==> config.mk <==
export PLATFORM = sky130hd
export DESIGN_NAME = bvm_ram
export DESIGN_NICKNAME = d
export VERILOG_FILES = /design/src/rtl/bvm_ram.sv
export SDC_FILE = /design/constraint.sdc
export NUM_CORES = 1
export LEC_CHECK = 0
export BUFFER_PORTS_ARGS = -buffer_cell sky130_fd_sc_hd__buf_2
export CAP_MARGIN = 20
export CORE_MARGIN = 10
export CORE_UTILIZATION = 28
export DETAILED_ROUTE_END_ITERATION = 8
export HOLD_SLACK_MARGIN = 0.03
export SYNTH_ARGS = -nofsm -noshare
export SYNTH_HDL_FRONTEND = slang
export SYNTH_SLANG_ARGS = --single-unit
==> constraint.sdc <==
create_clock -name clk -period 3.5 [get_ports clk]
set_input_delay 1.05 -clock clk [delete_from_list [all_inputs] [get_ports clk]]
set_output_delay 1.05 -clock clk [all_outputs]
set_load 0.02 [all_outputs]
==> src/rtl/bvm_ram.sv <==
`default_nettype none
module bvm_ram #(
  parameter int Width = 8,
  parameter int Depth = 16
) (
  input  wire logic                     clk,
  input  wire logic                     we,
  input  wire logic [$clog2(Depth)-1:0] waddr,
  input  wire logic [Width-1:0]         wdata,
  input  wire logic [$clog2(Depth)-1:0] raddr,
  output logic [Width-1:0]              rdata
);
  logic [Width-1:0] mem [Depth];

  always_ff @(posedge clk) begin
    if (we) begin
      mem[waddr] <= wdata;
    end
    rdata <= mem[raddr];
  end
endmodule
`default_nettype wire

==> metrics.md <==
| Metric | Value |
|---|---|
| Worst-path clk slew | 0.05 ns |
| Max incr delay on CP | 0.56 ns |
| Post-CTS Repair Setup Buffers | 0 |
| Top Metal Used | met5 |
| Cts bufs inserted | 17 |
| Count of different cell masters after synthesis | 19 |
| Initial DRC count | 201 |
| Largest net degree at the start of global routing | 22 |
| Worst hold path stage count | 3 |
| Final Skew | 0.006646 ns |
| Mapped Nets | 247 |
| Insertion delay to the later sink of the worst-skew pair | 0.41 ns |
| Syn Std Cell Area | 0.005147 mm^2 |
| Area grow syn2layout | 20.71% |
| Clock root cell | clkbuf_16 |
| Number of global-route vias before repair | 2566 |
| Clock tree buffer depth | 2 |
| CORE AREA | 0.01802 mm^2 |
| Synth Instances | 229 |
| Wire length on met3 | 665 um |
| R2r endpoint | rdata[3] |
| Initial antenna violation count | 1 |
| Worst hold path type | register to register |
| Clock sinks | 136 |
| CP Capture Type | register |
| Fraction of layout instances using a drive strength above 1 | 31.53% |
| Die Ht | 155.6 um |
| Setup Viol. Count Final | 0 |
| R2R cell count | 3 |
| Power, Total | 3.759 mW |
| Largest fanout on the critical path | 14 |
| Detailed placement HPWL | 6.983 mm |
| DRT Wirelength | 10.66 mm |
| RR Startpoint | mem[9][3] |
| Num ports | 26 |
| Initial core utilization | 28.56% |
| Die W | 155.6 um |
| Tcrit/Tclk final | 66.00% |
| Final Wtd Congestion | 0.7163 |
| Row count | 49 |
| Layout fillers | 1733 |
| Most frequent cells in the layout | 128 x edfxtp_1, 25 x buf_2, 18 x mux4_2, 18 x buf_4, 17 x clkbuf_16 |
| Crit path launch type | input port |
| GRT Resource Usage Total | 9.157% |
| Hold-critical path endpoint | rdata[3] |
| CTS Hold Bufs | 0 |
| Register area share after synthesis | 77.78% |
| Hold path start | mem[7][3] |
| CP cell instances | buf_2, buf_12, mux4_1, a22oi_1, nand2_1 |
| Pre-antenna DRT Iters | 4 |
| Top cell type by total area after synthesis | edfxtp_1 |
| DRC errors left | 0 |
| Slew Limit Fails | 0 |
| RSZ-0062 raised after global routing | no |
| Drt wl/cell | 20.34 um |
| Crit path time final | 2.310 ns |
| Hold Fails Final Rpt | 0 |
| Antenna-violating nets left | 0 |
| Commonest non-fill, non-tap cell in the layout | edfxtp_1 |
| Kind of critical path | input port to register |
| Met1 Wirelength | 4.856 mm |
| Max Clk Rate | 432.9 MHz |
| Dominant cells by area after synthesis | edfxtp_1 75%, mux4_2 7.9%, mux4_1 7.1%, dfxtp_1 3.1%, a22oi_1 2.3% |
| # H-tree levels | 4 |
| Total Nets Final | 300 |
| Reg2reg setup slack | 2.15 ns |
| Slew headroom | 50.43% |
| Port bufs | 25 |
| Total negative slack | 0 ns |
| Yosys reg bits | 136 |
| Status | finished, final reports clean |
| Static Leak | 2.086 nW |
| Average size of a mapped cell | 22.48 um^2 |
| Die area | 0.02421 mm^2 |
| Antenna diode count | 0 |
| First-pass GRT wire length | 15.95 mm |
| Vias per std cell | 4.635 |
| Clock tree from TritonCTS | yes |
| Post_cts resized | 0 |
| Worst IR Drop VDD | 0.3239 mV |
| Routed vias | 2429 |
| Post-layout util | 34.47% |
| Gr ovfl total | 0 |
| DR WL met2 | 5.012 mm |
| Worst Path Arrival | 2.60 ns |
| Worst Tran Pin Value | 0.7408 ns |
| Maxcap violations | 0 |
| Worst Path Required | 3.79 ns |
| YS warnings | 0 |
| Pwr Density | 605.0 mW/mm^2 |
| Worst path slowest cell | mux4_1 |
| Synth top area share | 74.67% |
-- cell type report --
type	count	area (um^2)	area share [%]
Tap cell	229	286.5	4.611
Multi-Input combinational cell	83	1057	17.02
Sequential cell	136	4004	64.44
Timing Repair Buffer	44	280.3	4.511
Clock buffer	17	425.4	6.847
Clock inverter	15	160.2	2.578
-- per-layer routing --
metal | vias to the layer above | global-route usage (%)
li1 | 1085 | -
met1 | 1264 | 11.95
met2 | 63 | 13.62
met3 | 15 | 3.529
met4 | 2 | 3.209
met5 | - | 0
-- critical path: cells and delay by family --
| family | cells | cell delay (ns) |
|---|---|---|
| mux | 1 | 0.56 |
| simple gates | 1 | 0.08 |
| buf+inv | 2 | 0.61 |
| compound gates | 1 | 0.29 |
-- cell usage after synthesis, drive strengths merged --
cell,count
edfxtp,128
nor2b,1
nor3,4
nand3b,2
nand2,9
nor2,13
nand3,1
buf,7
and2b,1
and2,1
mux4,32
dfxtp,8
clkdlybuf4s25,3
or3b,1
nand2b,2
a22oi,16
-- sequential cells by signal (all words and copies together) (netlist names) --
| name | count |
|---|---|
| rdata | 8 |
| mem | 128 |
-- how the worst max path moves through the flow --
stage                     startpoint         to  slack, ns  cells past startpoint
after floorplan             waddr[2]  mem[0][0]       0.96                      2
after global placement      raddr[0]   rdata[3]       0.70                      5
after detailed placement    raddr[0]   rdata[3]       0.70                      5
after CTS                   raddr[0]   rdata[3]       1.14                      5
after global routing        raddr[0]   rdata[2]       1.07                      5
final                       raddr[0]   rdata[3]       1.19                      5
-- metrics by stage --
step | instance area [um^2] | std cells | hold slack (ns) | setup WS, ns
2_1_floorplan | 5147 | 229 | 0.6293 | 0.9571
3_3_place_gp | 5628 | 492 | 0.6624 | 0.6971
3_5_place_dp | 5628 | 492 | 0.6609 | 0.6978
4_1_cts | 6213 | 524 | 0.6748 | 1.140
5_1_grt | 6213 | 524 | 0.7044 | 1.066
6_report | 6213 | 524 | 0.6705 | 1.190
-- where the power goes --
part           leakage (nW)  switching [mW]  internal (mW)  total (mW)
Clock                 0.287           0.641           1.11        1.75
Sequential             1.22          0.0124           1.82        1.83
Combinational         0.576           0.107         0.0717       0.178
-- cells by family (layout without fill, tap and decap cells) --
kind of cell | Yosys count | in the layout | share of synthesized area [%]
buf+inv | 10 | 76 | 1.677
compound gates | 16 | 16 | 2.334
simple gates | 35 | 35 | 3.184
flops | 136 | 136 | 77.78
mux | 32 | 32 | 15.02
Power figures use the tool's default switching activity.
